==> config.mk <==
export PLATFORM = sky130hd
export DESIGN_NAME = seven_segment_display_formatter_core
export DESIGN_NICKNAME = d
export VERILOG_FILES = /design/src/ssd_fmt_pkg.sv /design/src/seven_segment_display_formatter_core.sv
export SDC_FILE = /design/constraint.sdc
export NUM_CORES = 1
export LEC_CHECK = 0
export BUFFER_PORTS_ARGS = -buffer_cell sky130_fd_sc_hd__buf_2
export CORE_ASPECT_RATIO = 2
export CORE_MARGIN = 10
export CORE_UTILIZATION = 48
export DETAILED_ROUTE_END_ITERATION = 8
export PLACE_DENSITY = 0.66
export SYNTH_ARGS = -nofsm -noshare
export SYNTH_HDL_FRONTEND = slang
export SYNTH_SLANG_ARGS = --single-unit
==> constraint.sdc <==
create_clock -name clk_i -period 13.8 [get_ports clk_i]
set_input_delay 2.07 -clock clk_i [delete_from_list [all_inputs] [get_ports clk_i]]
set_output_delay 2.07 -clock clk_i [all_outputs]
set_load 0.03 [all_outputs]
==> src/ssd_fmt_pkg.sv <==
// types, mode codes and byte constants for the seven-segment display formatter
// no dependencies; imported by seven_segment_display_formatter_core
`default_nettype none

package ssd_fmt_pkg;

  localparam int unsigned ModeW  = 3;
  localparam int unsigned AddrW  = 3;
  localparam int unsigned ValueW = 16;
  localparam int unsigned DecW   = 14;
  localparam int unsigned QuotW  = 11;
  localparam int unsigned RecipW = 13;

  localparam logic [ModeW-1:0] ModeCustom = 3'd0;
  localparam logic [ModeW-1:0] ModeHexDig = 3'd1;
  localparam logic [ModeW-1:0] ModeHex16  = 3'd2;
  localparam logic [ModeW-1:0] ModeDec16  = 3'd3;
  localparam logic [ModeW-1:0] ModeHex8   = 3'd4;
  localparam logic [ModeW-1:0] ModeErr    = 3'd5;

  localparam logic [7:0]        CmdRaw     = 8'b0111_1000;
  localparam logic [7:0]        CmdHex     = 8'b0101_1000;
  localparam logic [7:0]        DpBit      = 8'h80;
  localparam logic [ValueW-1:0] DecLimit   = 16'd9999;
  localparam logic [7:0]        SegR       = 8'b1110_1010;
  localparam logic [3:0]        DigitE     = 4'hE;
  localparam logic [RecipW-1:0] RecipTen   = 13'd6554;

  typedef enum logic [2:0] {
    K_RAW,
    K_HEXDIG,
    K_HEX16,
    K_DEC16,
    K_HEX8,
    K_ERR
  } kind_e;

  typedef enum logic [2:0] {
    S_IDLE = 3'b001,
    S_CMD  = 3'b010,
    S_DATA = 3'b100
  } state_e;

  function automatic logic [7:0] hex_data(input logic [3:0] digit, input logic dp);
    hex_data = {~dp, 3'b000, digit};
  endfunction

endpackage

`default_nettype wire

==> src/seven_segment_display_formatter_core.sv <==
// seven-segment display formatter: one request becomes command/data byte writes
// depends on ssd_fmt_pkg
//
// channel   direction  signals
// request   in         start_i, busy_o, mode_i, addr_i, value_i, dp_on_i, line_i
// result    out        strobe_o, port_byte_o, is_command_o, last_o
//
// a transaction is taken when start_i is high, busy_o low and mode_i a used mode code
// each write is a command byte then a data byte, and a request makes 1, 2, 3 or 4
// writes; unused mode codes are not taken and make no writes
// decimal digits come from one shared divide-by-ten unit, one digit per write
// rst_ni clears the sequencer to idle; results are one-cycle strobes, never stalled
`default_nettype none

module seven_segment_display_formatter_core (
  input  wire                               clk_i,
  input  wire                               rst_ni,
  input  wire                               start_i,
  output logic                              busy_o,
  input  wire  [ssd_fmt_pkg::ModeW-1:0]     mode_i,
  input  wire  [ssd_fmt_pkg::AddrW-1:0]     addr_i,
  input  wire  [ssd_fmt_pkg::ValueW-1:0]    value_i,
  input  wire                               dp_on_i,
  input  wire                               line_i,
  output logic                              strobe_o,
  output logic [7:0]                        port_byte_o,
  output logic                              is_command_o,
  output logic                              last_o
);

  import ssd_fmt_pkg::*;

  state_e              state_q, state_d;
  kind_e               kind_q, kind_d;
  logic                load;
  logic [1:0]          wr_q, wr_d;
  logic [1:0]          wr_last;
  logic [AddrW-1:0]    addr_q;
  logic                line_q;
  logic                dp_q;
  logic [ValueW-1:0]   w_q, w_d;
  logic [DecW+RecipW-1:0] prod;
  logic [QuotW-1:0]    quot;
  logic [DecW-1:0]     rem_full;
  logic [3:0]          rem;
  logic [AddrW-1:0]    pos;
  logic                raw;
  logic [7:0]          data;

  // shared divide-by-ten unit
  assign prod     = w_q[DecW-1:0] * RecipTen;
  assign quot     = prod[DecW+RecipW-1 -: QuotW];
  assign rem_full = w_q[DecW-1:0] - {quot, 3'b000} - {2'b00, quot, 1'b0};
  assign rem      = rem_full[3:0];

  always_comb begin
    load   = 1'b1;
    kind_d = K_RAW;
    unique case (mode_i)
      ModeCustom: kind_d = K_RAW;
      ModeHexDig: kind_d = K_HEXDIG;
      ModeHex16:  kind_d = K_HEX16;
      ModeDec16:  kind_d = (value_i > DecLimit) ? K_ERR : K_DEC16;
      ModeHex8:   kind_d = K_HEX8;
      ModeErr:    kind_d = K_ERR;
      default:    load   = 1'b0;
    endcase
  end

  always_comb begin
    pos     = addr_q;
    raw     = 1'b0;
    data    = hex_data(w_q[3:0], 1'b0);
    wr_last = 2'd0;
    unique case (kind_q)
      K_RAW: begin
        raw  = 1'b1;
        data = w_q[7:0] ^ DpBit;
      end
      K_HEXDIG: begin
        data = hex_data(w_q[3:0], dp_q);
      end
      K_HEX16: begin
        pos     = {line_q, ~wr_q};
        wr_last = 2'd3;
      end
      K_DEC16: begin
        pos     = {line_q, ~wr_q};
        data    = hex_data(rem, 1'b0);
        wr_last = 2'd3;
      end
      K_HEX8: begin
        pos     = addr_q + AddrW'(wr_q);
        data    = hex_data(wr_q[0] ? w_q[3:0] : w_q[7:4], 1'b0);
        wr_last = 2'd1;
      end
      K_ERR: begin
        pos     = {line_q, wr_q};
        raw     = (wr_q != 2'd0);
        data    = raw ? (SegR ^ DpBit) : hex_data(DigitE, 1'b0);
        wr_last = 2'd2;
      end
      default: ;
    endcase
  end

  always_comb begin
    state_d = state_q;
    wr_d    = wr_q;
    w_d     = w_q;
    unique case (state_q)
      S_IDLE: begin
        wr_d = 2'd0;
        w_d  = value_i;
        if (start_i && load) begin
          state_d = S_CMD;
        end
      end
      S_CMD: begin
        state_d = S_DATA;
      end
      S_DATA: begin
        if (wr_q == wr_last) begin
          state_d = S_IDLE;
        end else begin
          state_d = S_CMD;
          wr_d    = wr_q + 2'd1;
          if (kind_q == K_HEX16) begin
            w_d = w_q >> 4;
          end else if (kind_q == K_DEC16) begin
            w_d = ValueW'(quot);
          end
        end
      end
      default: state_d = S_IDLE;
    endcase
  end

  always_ff @(posedge clk_i or negedge rst_ni) begin
    if (!rst_ni) begin
      state_q <= S_IDLE;
      wr_q    <= 2'd0;
    end else begin
      state_q <= state_d;
      wr_q    <= wr_d;
    end
  end

  always_ff @(posedge clk_i) begin
    w_q <= w_d;
    if (state_q == S_IDLE) begin
      kind_q <= kind_d;
      addr_q <= addr_i;
      line_q <= line_i;
      dp_q   <= dp_on_i;
    end
  end

  assign busy_o       = (state_q != S_IDLE);
  assign strobe_o     = (state_q == S_CMD) || (state_q == S_DATA);
  assign is_command_o = (state_q == S_CMD);
  assign last_o       = (state_q == S_DATA) && (wr_q == wr_last);
  assign port_byte_o  = is_command_o ? ({5'b00000, pos} | (raw ? CmdRaw : CmdHex)) : data;

`ifndef NO_ASSERTIONS
  a_cmd_then_data: assert property (@(posedge clk_i) disable iff (!rst_ni)
    strobe_o && is_command_o |=> strobe_o && !is_command_o)
    else $error("command byte not followed by data byte");

  a_last_on_data: assert property (@(posedge clk_i) disable iff (!rst_ni)
    last_o |-> strobe_o && !is_command_o)
    else $error("last marked on a non-data result");

  a_idle_after_last: assert property (@(posedge clk_i) disable iff (!rst_ni)
    last_o |=> !busy_o && !strobe_o)
    else $error("results continue after last");

  a_strobe_busy: assert property (@(posedge clk_i) disable iff (!rst_ni)
    strobe_o |-> busy_o)
    else $error("result strobe while idle");
`endif

endmodule

`default_nettype wire
**Word level (Yosys, flattened, before mapping)**

Index checks and enable logic that the tools add are counted.

- Bits in registers: 29
- Latch bits: 0
- RAM bits: 0
- ROM bits: 0
- Bits of input ports: 27
- Output and inout bits: 12
- Word-level logic and storage cells: 66
- Memories: 0

- $add $sub $neg: 4
- Multipliers: 1
- Div/mod/pow operators: 0
- Magnitude comparators: 1
- Equality and inequality tests: 18
- Shifts and indexed selects: 0
- Multiplexer cells: 20
- Bitwise logic cells: 4
- Reductions and logical operators: 11

Operator list:

| kind | count |
|---|---|
| $mux W16 | 3 |
| $pmux W8 S5 | 1 |
| $pmux W16 S2 | 1 |
| $mul A14 B12 Y26 const B | 1 |
| $pmux W3 S3 | 2 |
| $gt A16 B14 Y1 const B | 1 |
| $mux W8 | 2 |
| $eq A3 B2 Y1 const B | 5 |
| $eq A3 B3 Y1 const B | 5 |
| $pmux W3 S5 | 1 |
| $eq A3 B1 Y1 const B | 3 |
| $sub A4 B4 Y4 | 2 |
| $or A3 B7 Y7 | 1 |
| $logic_not A3 Y1 | 2 |
| $mux W3 | 2 |
| $mux W6 | 1 |
| $pmux W2 S3 | 1 |
| $reduce_or A6 Y1 | 1 |
| $mux W2 | 2 |
| $mux W4 | 1 |
| $ne A2 B2 Y1 const B | 2 |
| $pmux W2 S2 | 1 |
| $reduce_bool A2 Y1 | 2 |
| $add A3 B2 Y3 | 1 |
| 13 further kinds | 15 |

**Depth between registers and ports, before layout**

Gate-level depths: netlist (run 1).

- Depth after elaboration: 6
- Depth in mapped cells: 25

**Least setup slack after synthesis (run 1)**

Ideal clock, no wire load.

- Kind: reg2out
- Start point: register w_q[5]
- End point: output port_byte_o[3]
- Arrival: 5788 ps
- Required time: 11730 ps
- Setup slack: 5942 ps
- Cell stages (with the launch flop): 23
- Path buffers: 1
- Cell sequence: edfxtp_1 -> ha_1 -> fa_1 -> inv_1 -> fa_1 -> fa_1 -> fa_1 -> inv_1 -> ha_1 -> buf_2 -> nand2_1 -> nor3_1 -> nand4_1 -> nand2_1 -> xor2_1 -> ha_1 -> nor3b_1 -> or4b_1 -> o311ai_0 -> nor3_1 -> nor3_1 -> xnor2_1 -> o211ai_2

- Cells in the longest elaborated chain, start to end: 5

Ends and longest elaborated chain:

| item | RTL line | text |
|---|---|---|
| start, declared | seven_segment_display_formatter_core.sv:41 | `logic [ValueW-1:0] w_q, w_d;` |
| start signal, assigned | seven_segment_display_formatter_core.sv:150 | `w_q <= w_d;` |
| $mul A14 B12 Y26 * | seven_segment_display_formatter_core.sv:51 | `assign prod = w_q[DecW-1:0] * RecipTen;` |
| $sub A4 B4 Y4 | seven_segment_display_formatter_core.sv:53 | `assign rem_full = w_q[DecW-1:0] - {quot, 3'b000} - {2'b00, quot, 1'b0};` |
| $sub A4 B4 Y4 * | seven_segment_display_formatter_core.sv:53 |  |
| $pmux W8 S5 * | seven_segment_display_formatter_core.sv:75 | `unique case (kind_q)` |
| $mux W8 * | seven_segment_display_formatter_core.sv:163 | `assign port_byte_o = is_command_o ? ({5'b00000, pos} \| (raw ? CmdRaw : CmdHex)) : data;` |
| end, declared | seven_segment_display_formatter_core.sv:26 | `output logic [7:0] port_byte_o,` |

Mark *: on every way between the ends. The rest lies on a longest branch, timed or not.

**Worst setup path in the final report (run 1)**

Same ends and word-level chain as after synthesis.

==> results.sh, run 1 <==
export IMPL_fillers=1008
export IMPL_synth_seq_cells=29
export IMPL_grt_pass1_vias=4365
export IMPL_die_width_um=93.0
export IMPL_synth_ff_type="edfxtp_1"
export IMPL_clk_latency_ns=0.27
export IMPL_track_usage_pct=16.3
export IMPL_hp_start="w_q[15]"
export IMPL_num_vias=3960
export IMPL_outcome="finished clean"
export IMPL_cp_end_kind="primary output"
export IMPL_clk_pin_slew_ns=0.05
export IMPL_drt_initial_drc_count=126
export IMPL_cts_resized=0
export IMPL_viasPerCell=5.43
export IMPL_ys_warn_count=0
export IMPL_cts_made_buffers=5
export IMPL_synth_edf_count=24
export IMPL_port_buffers=38
export IMPL_pre_cts_slack_ns=5.27
export IMPL_fin_skew_ns=0.00274
export IMPL_r2r_slack_ns=8.30
export IMPL_root_buffer="clkbuf_16"
export IMPL_antenna_found_initial=0
export IMPL_drtPass1Iterations=4
export IMPL_cts_tree="yes"
export IMPL_drt_total_wl_um=12000
export IMPL_clock_sinks=29
export IMPL_setup_viol=0
export IMPL_num_rows=53
export IMPL_reg2reg_to="w_q[7]"
export IMPL_critPathCapture="port_byte_o[3]"
export IMPL_path_max_fanout=10
export IMPL_synth_cell_types=64
export IMPL_postCtsHoldBufs=0
export IMPL_layout_min_cycle_time_ns=8.84
export IMPL_setup_tns_ns=0
export IMPL_ant_nets=0
export IMPL_syn_area_per_cell_um2=9.18
export IMPL_async_flop_share_pct=17.2
export IMPL_period_share_pct=64.0
export IMPL_grt_max_degree=28
export IMPL_synth_area_um2=5110
export IMPL_antennaDiodeCount=0
export IMPL_io_pins=39
export IMPL_synth_net_count=732
export IMPL_gp_congestion=0.935
export IMPL_setup_slack_ns=4.96
export IMPL_r2r_cells=15
export IMPL_worstReg2RegStart="w_q[5]"
export IMPL_cts_setup_buffers=0
export IMPL_seq_area_um2=847
export IMPL_multiInputGateArea_um2=3750
export IMPL_routedWlPerCell_um=16.5
export IMPL_htreeDepth=2
export IMPL_hp_class="reg -> reg"
export IMPL_tightestPinTransition_ns=0.783
export IMPL_cp_start_kind="flip-flop"
export IMPL_crit_required_ns=11.73
export IMPL_detailed_place_hpwl_um=10400
export IMPL_ys_seq_area_share_pct=16.6
export IMPL_finalHoldViolCount=0
export IMPL_max_freq_ghz=0.113
export IMPL_arrival_ns=6.77
export IMPL_slew_limit_headroom_pct=47.8
export IMPL_maxCapViolations=0
export IMPL_grt_setup_unrepaired="no"
export IMPL_cts_max_path_buffers=2
export IMPL_drc=0
export IMPL_overflow=0
export IMPL_drive_gt1_share_pct=10.5
export IMPL_crit_start="w_q[5]"
export IMPL_fp_dieH_um=166
export IMPL_synthCells=557
export IMPL_area_growth_pct=9.47
export IMPL_critPathKind="reg -> out"
export IMPL_initial_core_util_pct=48.8
export IMPL_dieArea_um2=15400
export IMPL_finalMaxSlewViolations=0
export IMPL_num_nets_final=766
export IMPL_core_area_um2=10500
export IMPL_grt_pass1_wl_um=20500
## synthesized netlist by cell type, types with 4 or more instances
cell | n | share of area [%]
nor2b_1 | 4 | 0.49
nand2_1 | 36 | 2.6
inv_1 | 125 | 9.2
a21o_1 | 4 | 0.59
xnor2_1 | 9 | 1.5
edfxtp_1 | 24 | 14
a31oi_1 | 5 | 0.61
dfrtp_1 | 4 | 2.0
xor2_1 | 5 | 0.86
mux2i_1 | 6 | 1.2
o22ai_1 | 4 | 0.49
and2_1 | 9 | 1.1
clkbuf_1 | 9 | 0.66
o21ai_0 | 24 | 2.3
nand3_1 | 11 | 1.1
a211oi_1 | 6 | 0.88
nor2_1 | 24 | 1.8
a21oi_1 | 20 | 2.0
ha_1 | 100 | 24
nor3_1 | 6 | 0.59
fa_1 | 48 | 19
a22oi_1 | 4 | 0.59
nand2b_1 | 8 | 0.98
## layout by cell type (no fill, tap or decap), types with 3 or more instances in the layout
master and n:
a21o_1 4, o21ai_0 23, nor4_1 3, xor2_1 5, inv_1 125, o22ai_1 4, mux2i_1 6, o21ai_1 3
a211oi_1 6, nand2_1 36, nand3_1 11, nand2b_1 8, dfrtp_1 4, or3_1 3, nor3b_1 3, a21oi_1 20
and2_1 9, a221o_1 3, nor3_1 6, clkbuf_16 5, edfxtp_1 24, fa_1 48, a31oi_1 5, xnor2_1 9
buf_2 38, nor2b_1 4, ha_1 100, a211o_1 3, nand4_1 3, nor2_1 24, a22oi_1 4
## worst max-delay path, cell delays in order (launching register included)
cell      delay, ns
edfxtp_1       0.57
ha_1           0.40
fa_1           0.54
inv_1          0.07
fa_1           0.52
fa_1           0.54
fa_1           0.55
inv_1          0.04
ha_1           0.47
nand2_1        0.11
nor3_1         0.27
nand4_1        0.15
nand2_1        0.10
xor2_1         0.23
ha_1           0.29
nor3b_1        0.20
or4b_1         0.49
o311ai_0       0.13
nor3_1         0.08
nor3_1         0.25
xnor2_1        0.14
o211ai_2       0.14
buf_2          0.22
## worst min-delay path by stage
| stage | depth (start not counted) | slack [ns] | to |
|---|---|---|---|
| detailed placement | 1 | 0.53 | w_q[11] |
| global route | 1 | 0.58 | w_q[11] |
| finish | 1 | 0.55 | w_q[11] |
| floorplan | 1 | 0.51 | w_q[11] |
| CTS | 1 | 0.55 | w_q[11] |
| global placement | 1 | 0.53 | w_q[11] |
## per-layer routing
| layer | wire length [um] | GRT usage, % | vias to the layer above |
|---|---|---|---|
| met5 | 0 | 0 | - |
| met4 | 521 | 7.89 | 0 |
| met3 | 257 | 1.54 | 34 |
| met2 | 6870 | 31.4 | 95 |
| met1 | 4370 | 16.5 | 1876 |
| li1 | - | - | 1955 |
## layout make-up
type                    count  share of cell area (%)
well taps                 137                    3.06
flip-flops and latches     29                    15.1
clock inverters             2                   0.604
inverters                 125                    8.38
clock buffers               6                    2.30
repair buffers             39                    3.53
multi-input cells         391                    67.0
## kinds of logic after synthesis
group | share of synthesized area, %
AO/OA/AOI/OAI | 13.7
buffers and inverters | 10.1
adder cells (fa/ha/maj) | 43.3
AND/OR/NAND/NOR | 12.2
XOR/XNOR | 2.72
multiplexers | 1.40
flip-flops | 16.6
## registers in the layout, summed over array words and instances, names as in the netlist
signal	count
dp_q	1
state_q	3
line_q	1
kind_q	3
w_q	16
wr_q	2
addr_q	3
## stage by stage
step	instances	cell area (um2)	hold WS (ns)	utilization [%]
floorplan	557	5110	0.512	-
global placement	721	5430	0.529	51.9
CTS	729	5600	0.555	53.4
global route	729	5600	0.576	53.4
finish	729	5600	0.553	53.4
detailed placement	721	5430	0.534	51.9
Power of run 1 is left out: the tool's default activity adds up to more than one toggle a clock period on the data nets, which glitch-free logic cannot reach.
==> inputs of run 2 (changes only) <==
--- a/config.mk
+++ b/config.mk
@@ -5,12 +5,13 @@
 export SDC_FILE = /design/constraint.sdc
 export NUM_CORES = 1
 export LEC_CHECK = 0
+export ABC_AREA = 1
 export BUFFER_PORTS_ARGS = -buffer_cell sky130_fd_sc_hd__buf_2
 export CORE_ASPECT_RATIO = 2
 export CORE_MARGIN = 10
 export CORE_UTILIZATION = 48
 export DETAILED_ROUTE_END_ITERATION = 8
-export PLACE_DENSITY = 0.66
+export PLACE_DENSITY = 0.68
 export SYNTH_ARGS = -nofsm -noshare
 export SYNTH_HDL_FRONTEND = slang
 export SYNTH_SLANG_ARGS = --single-unit
==> constraint.sdc (replaced) <==
create_clock -name clk_i -period 7.8 [get_ports clk_i]
set_input_delay 1.17 -clock clk_i [delete_from_list [all_inputs] [get_ports clk_i]]
set_output_delay 1.17 -clock clk_i [all_outputs]
set_load 0.03 [all_outputs]
==> run 2 against run 1 <==
Compared with the run above: die area up 2.3%; count of clock-buffer cells in the layout did not move; wire length up 25%; register-to-register slack got worse by 6.2 ns.
==> results.sh, run 2 <==
export IMPL_outcome="finished clean"
export IMPL_grt_setup_unrepaired="no"
export IMPL_drt_total_wl_um=15000
export IMPL_synth_net_count=838
export IMPL_critPathKind="reg -> out"
export IMPL_fin_skew_ns=0.00276
export IMPL_drt_initial_drc_count=192
export IMPL_top_register="w_q"
export IMPL_num_rows=54
export IMPL_synth_ff_type="edfxtp_1"
export IMPL_num_vias=4548
export IMPL_routedWlPerCell_um=17.7
export IMPL_ys_seq_area_share_pct=16.1
export IMPL_synthCells=663
export IMPL_syn_area_per_cell_um2=7.93
export IMPL_htreeDepth=2
export IMPL_cts_max_path_buffers=2
export IMPL_gp_congestion=0.930
export IMPL_drc=0
export IMPL_maxCapViolations=0
export IMPL_die_width_um=94.0
export IMPL_tightestPinTransition_ns=0.726
export IMPL_max_freq_ghz=0.137
export IMPL_synth_seq_cells=29
export IMPL_overflow=0
export IMPL_period_share_pct=93.7
export IMPL_clk_latency_ns=0.28
export IMPL_yosysTopAreaCell="ha_1"
export IMPL_path_max_fanout=8
export IMPL_track_usage_pct=19.7
export IMPL_dpl_cell_count=840
export IMPL_detailed_place_hpwl_um=13200
export IMPL_grt_max_degree=17
export IMPL_setup_tns_ns=0
export IMPL_r2r_cells=18
export IMPL_drive_gt1_share_pct=9.18
export IMPL_mostFrequentLayoutCells="167 x inv_1, 108 x nand2_1, 100 x ha_1"
export IMPL_port_buffers=38
export IMPL_cts_setup_buffers=0
export IMPL_largest_reg_flops=16
export IMPL_clk_pin_slew_ns=0.05
export IMPL_reg2reg_to="w_q[6]"
export IMPL_fp_dieH_um=168
export IMPL_ant_nets=0
export IMPL_arrival_ns=6.14
export IMPL_cts_tree="yes"
export IMPL_synth_most_common_cell="inv_1"
export IMPL_worstReg2RegStart="w_q[6]"
export IMPL_core_area_um2=10800
export IMPL_postCtsHoldBufs=0
export IMPL_cp_end_kind="primary output"
export IMPL_cp_start_kind="flip-flop"
export IMPL_synth_area_leaders="ha_1 24%, fa_1 18%, edfxtp_1 14%"
export IMPL_cts_made_buffers=5
export IMPL_finalMaxSlewViolations=0
export IMPL_final_common_cell="inv_1"
export IMPL_crit_start="w_q[6]"
export IMPL_grt_pass1_wl_um=24200
export IMPL_root_buffer="clkbuf_16"
export IMPL_synth_common_cells="167 x inv_1, 108 x nand2_1, 100 x ha_1"
export IMPL_clock_sinks=29
export IMPL_initial_core_util_pct=48.6
export IMPL_viasPerCell=5.36
export IMPL_synth_edf_count=24
export IMPL_critPathCapture="port_byte_o[3]"
export IMPL_cts_resized=0
export IMPL_synth_cell_types=42
export IMPL_num_nets_final=882
export IMPL_final_instance_count_excl_fill=848
export IMPL_drtPass1Iterations=4
export IMPL_dpl_instance_area_um2=5620
export IMPL_ys_warn_count=0
export IMPL_io_pins=39
export IMPL_setup_viol=0
export IMPL_hp_class="reg -> reg"
export IMPL_async_flop_share_pct=17.2
export IMPL_hold_depth=2
export IMPL_stdcell_area_um2=5760
export IMPL_synth_area_um2=5260
export IMPL_antennaDiodeCount=0
export IMPL_crit_required_ns=6.63
export IMPL_layout_min_cycle_time_ns=7.31
export IMPL_slew_limit_headroom_pct=51.2
export IMPL_finalHoldViolCount=0
export IMPL_grt_pass1_vias=4959
export IMPL_dieArea_um2=15800
export IMPL_synth_top_area_share_pct=23.8
export IMPL_r2r_slack_ns=2.15
export IMPL_area_growth_pct=9.67
export IMPL_antenna_found_initial=0
run 2: cell count changes after synthesis, sizes merged, moves of 9 or more:
cell	delta
a21oi	+12
nand2	+75
nor2	+18
nand3	+25
and2	-9
inv	+47
run 2: worst min path at each step:
stage / from / to / slack, ns
floorplan: w_q[15] / w_q[11] / 0.50
global placement: w_q[15] / w_q[11] / 0.51
detailed placement: w_q[15] / w_q[11] / 0.53
CTS: w_q[15] / w_q[11] / 0.55
global route: w_q[15] / w_q[11] / 0.59
finish: w_q[15] / w_q[11] / 0.55
run 2: routing by layer:
layer	vias to the layer above	part of all wire, %	track usage, %
li1	2226	-	-
met1	2171	34	18.3
met2	109	58	38.8
met3	42	3.1	2.14
met4	0	5.3	11.0
met5	-	0	0
run 2: metrics by stage:
stage / worst slack [ns] / util, % / hold WS [ns]
after floorplan: 1.54 / - / 0.500
after global placement: 0.983 / 52.0 / 0.510
after detailed placement: 0.836 / 52.0 / 0.534
after CTS: 0.523 / 53.3 / 0.551
after global routing: 0.184 / 53.3 / 0.592
final: 0.488 / 53.3 / 0.555
run 2: final cells by class:
cell class              count  area (um2)
clock buffers               6         129
repair buffers             40         205
fillers                  1061        5050
well taps                 140         175
multi-input cells         459        3750
inverters                 172         646
flip-flops and latches     29         847
clock inverters             2        10.0
run 2: cell families (layout without fill, tap and decap cells):
group / Yosys count / count (layout) / synth area share [%]
adders and majority gates: 148 / 148 / 42.1
AOI/OAI and AO/OA: 88 / 88 / 9.74
DFF: 29 / 29 / 16.1
xor gates and xnor gates: 9 / 9 / 1.50
buffers and inverters: 175 / 220 / 12.5
and+or+nand+nor: 214 / 214 / 18.0
run 2: worst max-delay path, stage by stage, from the launching register on:
cell and delay [ns]:
edfxtp_1 0.60, ha_1 0.39, inv_1 0.09, fa_1 0.55
inv_1 0.06, fa_1 0.51, fa_1 0.55, inv_1 0.06
fa_1 0.53, inv_1 0.04, ha_1 0.31, nand2_1 0.12
nor4_1 0.37, nand2_1 0.09, nand2_1 0.11, xor2_1 0.30
ha_1 0.23, xor2_1 0.24, inv_1 0.08, nand3_1 0.10
nand3_1 0.08, nand2_1 0.10, nand2_1 0.07, nand4_1 0.07
buf_2 0.21
Power of run 2 is left out for the same reason.
==> inputs of run 3 (changes only) <==
--- a/config.mk
+++ b/config.mk
@@ -11,7 +11,8 @@
 export CORE_MARGIN = 10
 export CORE_UTILIZATION = 48
 export DETAILED_ROUTE_END_ITERATION = 8
-export PLACE_DENSITY = 0.68
+export PLACE_DENSITY = 0.77
+export SLEW_MARGIN = 15
 export SYNTH_ARGS = -nofsm -noshare
 export SYNTH_HDL_FRONTEND = slang
 export SYNTH_SLANG_ARGS = --single-unit
==> run 3 against run 2 <==
Compared with the run above: global-route usage is 0.50 points higher; register-to-register slack worse by 0.13 ns; hold slack worse by 0.033 ns; worst setup slack worse by 0.023 ns; critical path depth is 1 higher; non-clock buffer count stayed put; design area hardly changed; sequential share of layout area hardly changed; count of clock-buffer cells in the layout is 1 lower; clock skew is 0.0044 ns higher; critical path type unchanged.
==> results.sh, run 3 (synthesized netlist as in run 2, its figures left out) <==
export IMPL_crit_required_ns=6.63
export IMPL_finalMaxSlewViolations=0
export IMPL_grt_pass1_vias=5204
export IMPL_ant_nets=0
export IMPL_crit_family="adder cells"
export IMPL_clk_latency_ns=0.29
export IMPL_cts_setup_buffers=0
export IMPL_r2r_slack_ns=2.02
export IMPL_period_share_pct=94.0
export IMPL_path_buf_inv=9
export IMPL_mostFrequentLayoutCells="167 x inv_1, 108 x nand2_1, 100 x ha_1"
export IMPL_viasPerCell=5.50
export IMPL_postCtsHoldBufs=0
export IMPL_num_rows=54
export IMPL_top_usage_layer="met2"
export IMPL_gp_congestion=1.05
export IMPL_port_buffers=38
export IMPL_area_growth_pct=9.74
export IMPL_cp_end_kind="primary output"
export IMPL_reg2reg_to="w_q[6]"
export IMPL_htreeDepth=2
export IMPL_cp_start_kind="flip-flop"
export IMPL_use_met2_pct=40.4
export IMPL_gr_usage_met3_pct=2.32
export IMPL_cp_slowest_cell="edfxtp_1"
export IMPL_path_common_cell="inv_1"
export IMPL_clk_pin_slew_ns=0.06
export IMPL_hold_depth=2
export IMPL_finalHoldViolCount=0
export IMPL_fp_dieH_um=168
export IMPL_stdcell_area_um2=5770
export IMPL_detailed_place_hpwl_um=13200
export IMPL_initial_core_util_pct=48.6
export IMPL_drt_total_wl_um=15300
export IMPL_setup_viol=0
export IMPL_worst_hold_slack_ns=0.521
export IMPL_drc=0
export IMPL_cts_tree="yes"
export IMPL_worstReg2RegStart="w_q[7]"
export IMPL_dieArea_um2=15800
export IMPL_r2r_cells=21
export IMPL_track_usage_pct=20.2
export IMPL_top_register="w_q"
export IMPL_root_buffer="clkbuf_16"
export IMPL_setup_slack_ns=0.465
export IMPL_dpl_instance_area_um2=5620
export IMPL_cp_slowest_stage_delay_ns=0.63
export IMPL_tightestPinTransition_ns=0.703
export IMPL_grt_max_degree=17
export IMPL_hp_start="w_q[15]"
export IMPL_outcome="finished clean"
export IMPL_num_vias=4663
export IMPL_use_met1_pct=16.5
export IMPL_cts_resized=0
export IMPL_fin_skew_ns=0.00717
export IMPL_clock_sinks=29
export IMPL_cts_made_buffers=5
export IMPL_cts_max_path_buffers=2
export IMPL_routedWlPerCell_um=18.0
export IMPL_drt_initial_drc_count=170
export IMPL_antennaDiodeCount=0
export IMPL_die_width_um=94.0
export IMPL_core_area_um2=10800
export IMPL_largest_reg_flops=16
export IMPL_slew_limit_headroom_pct=53.1
export IMPL_grt_pass1_wl_um=24900
export IMPL_grt_setup_unrepaired="no"
export IMPL_setup_tns_ns=0
export IMPL_pre_cts_slack_ns=0.855
export IMPL_arrival_ns=6.16
export IMPL_critPathKind="reg -> out"
export IMPL_drtPass1Iterations=5
export IMPL_layout_min_cycle_time_ns=7.33
export IMPL_max_freq_ghz=0.136
export IMPL_hold_path_end="w_q[11]"
export IMPL_path_max_fanout=8
export IMPL_overflow=0
export IMPL_final_common_cell="inv_1"
export IMPL_num_nets_final=882
export IMPL_drive_gt1_share_pct=9.32
export IMPL_maxCapViolations=0
export IMPL_antenna_found_initial=0
export IMPL_hp_class="reg -> reg"
export IMPL_io_pins=39
[run 3: changes by cell type in the layout (fill, tap and decap cells not counted), sizes merged]
cell,change
clkbuf,-1
clkinvlp,+1
[run 3: final cells by class]
class	count	area [um2]
sequential	29	847
timing repair buffer	40	205
clock inverter	3	17.5
clock buffer	5	125
multi-input combinational	459	3750
fill	1067	5040
inverter	172	646
tap	140	175
[run 3: worst max-delay path by stage]
stage	from	to	slack (ns)	cells after the start
detailed placement	w_q[7]	port_byte_o[2]	0.85	25
CTS	w_q[7]	port_byte_o[2]	0.53	25
floorplan	w_q[7]	port_byte_o[3]	1.54	24
finish	w_q[7]	port_byte_o[2]	0.47	25
global placement	w_q[6]	port_byte_o[2]	0.90	26
global route	w_q[7]	port_byte_o[2]	0.13	25
[run 3: routing by layer]
layer  vias to the layer above  share of wire (%)  wire length (um)
met1                      2210                 31              4710
met3                        69                3.5               531
li1                       2222                  -                 -
met2                       162                 58              8830
met4                         0                7.8              1190
met5                         -                  0                 0
[run 3: per-stage QoR]
step / util [%] / instances
2_1_floorplan: - / 663
6_report: 53.3 / 848
4_1_cts: 53.3 / 848
3_5_place_dp: 52.0 / 840
3_3_place_gp: 52.0 / 840
5_1_grt: 53.3 / 848
[run 3: worst register-to-register path, stage by stage, from the launching register on]
cell and delay (ns):
edfxtp_1 0.63, ha_1 0.40, inv_1 0.10, fa_1 0.54, inv_1 0.06, fa_1 0.51, fa_1 0.55, inv_1 0.05
fa_1 0.53, inv_1 0.04, ha_1 0.32, nand2_1 0.11, nor2_1 0.16, inv_1 0.07, nor3_1 0.50, nand2_1 0.28
a21oi_1 0.19, nor2_1 0.07, nand2_1 0.07, nand2_1 0.04, o21ai_0 0.14, nand2_1 0.11
Power of run 3 is left out for the same reason.
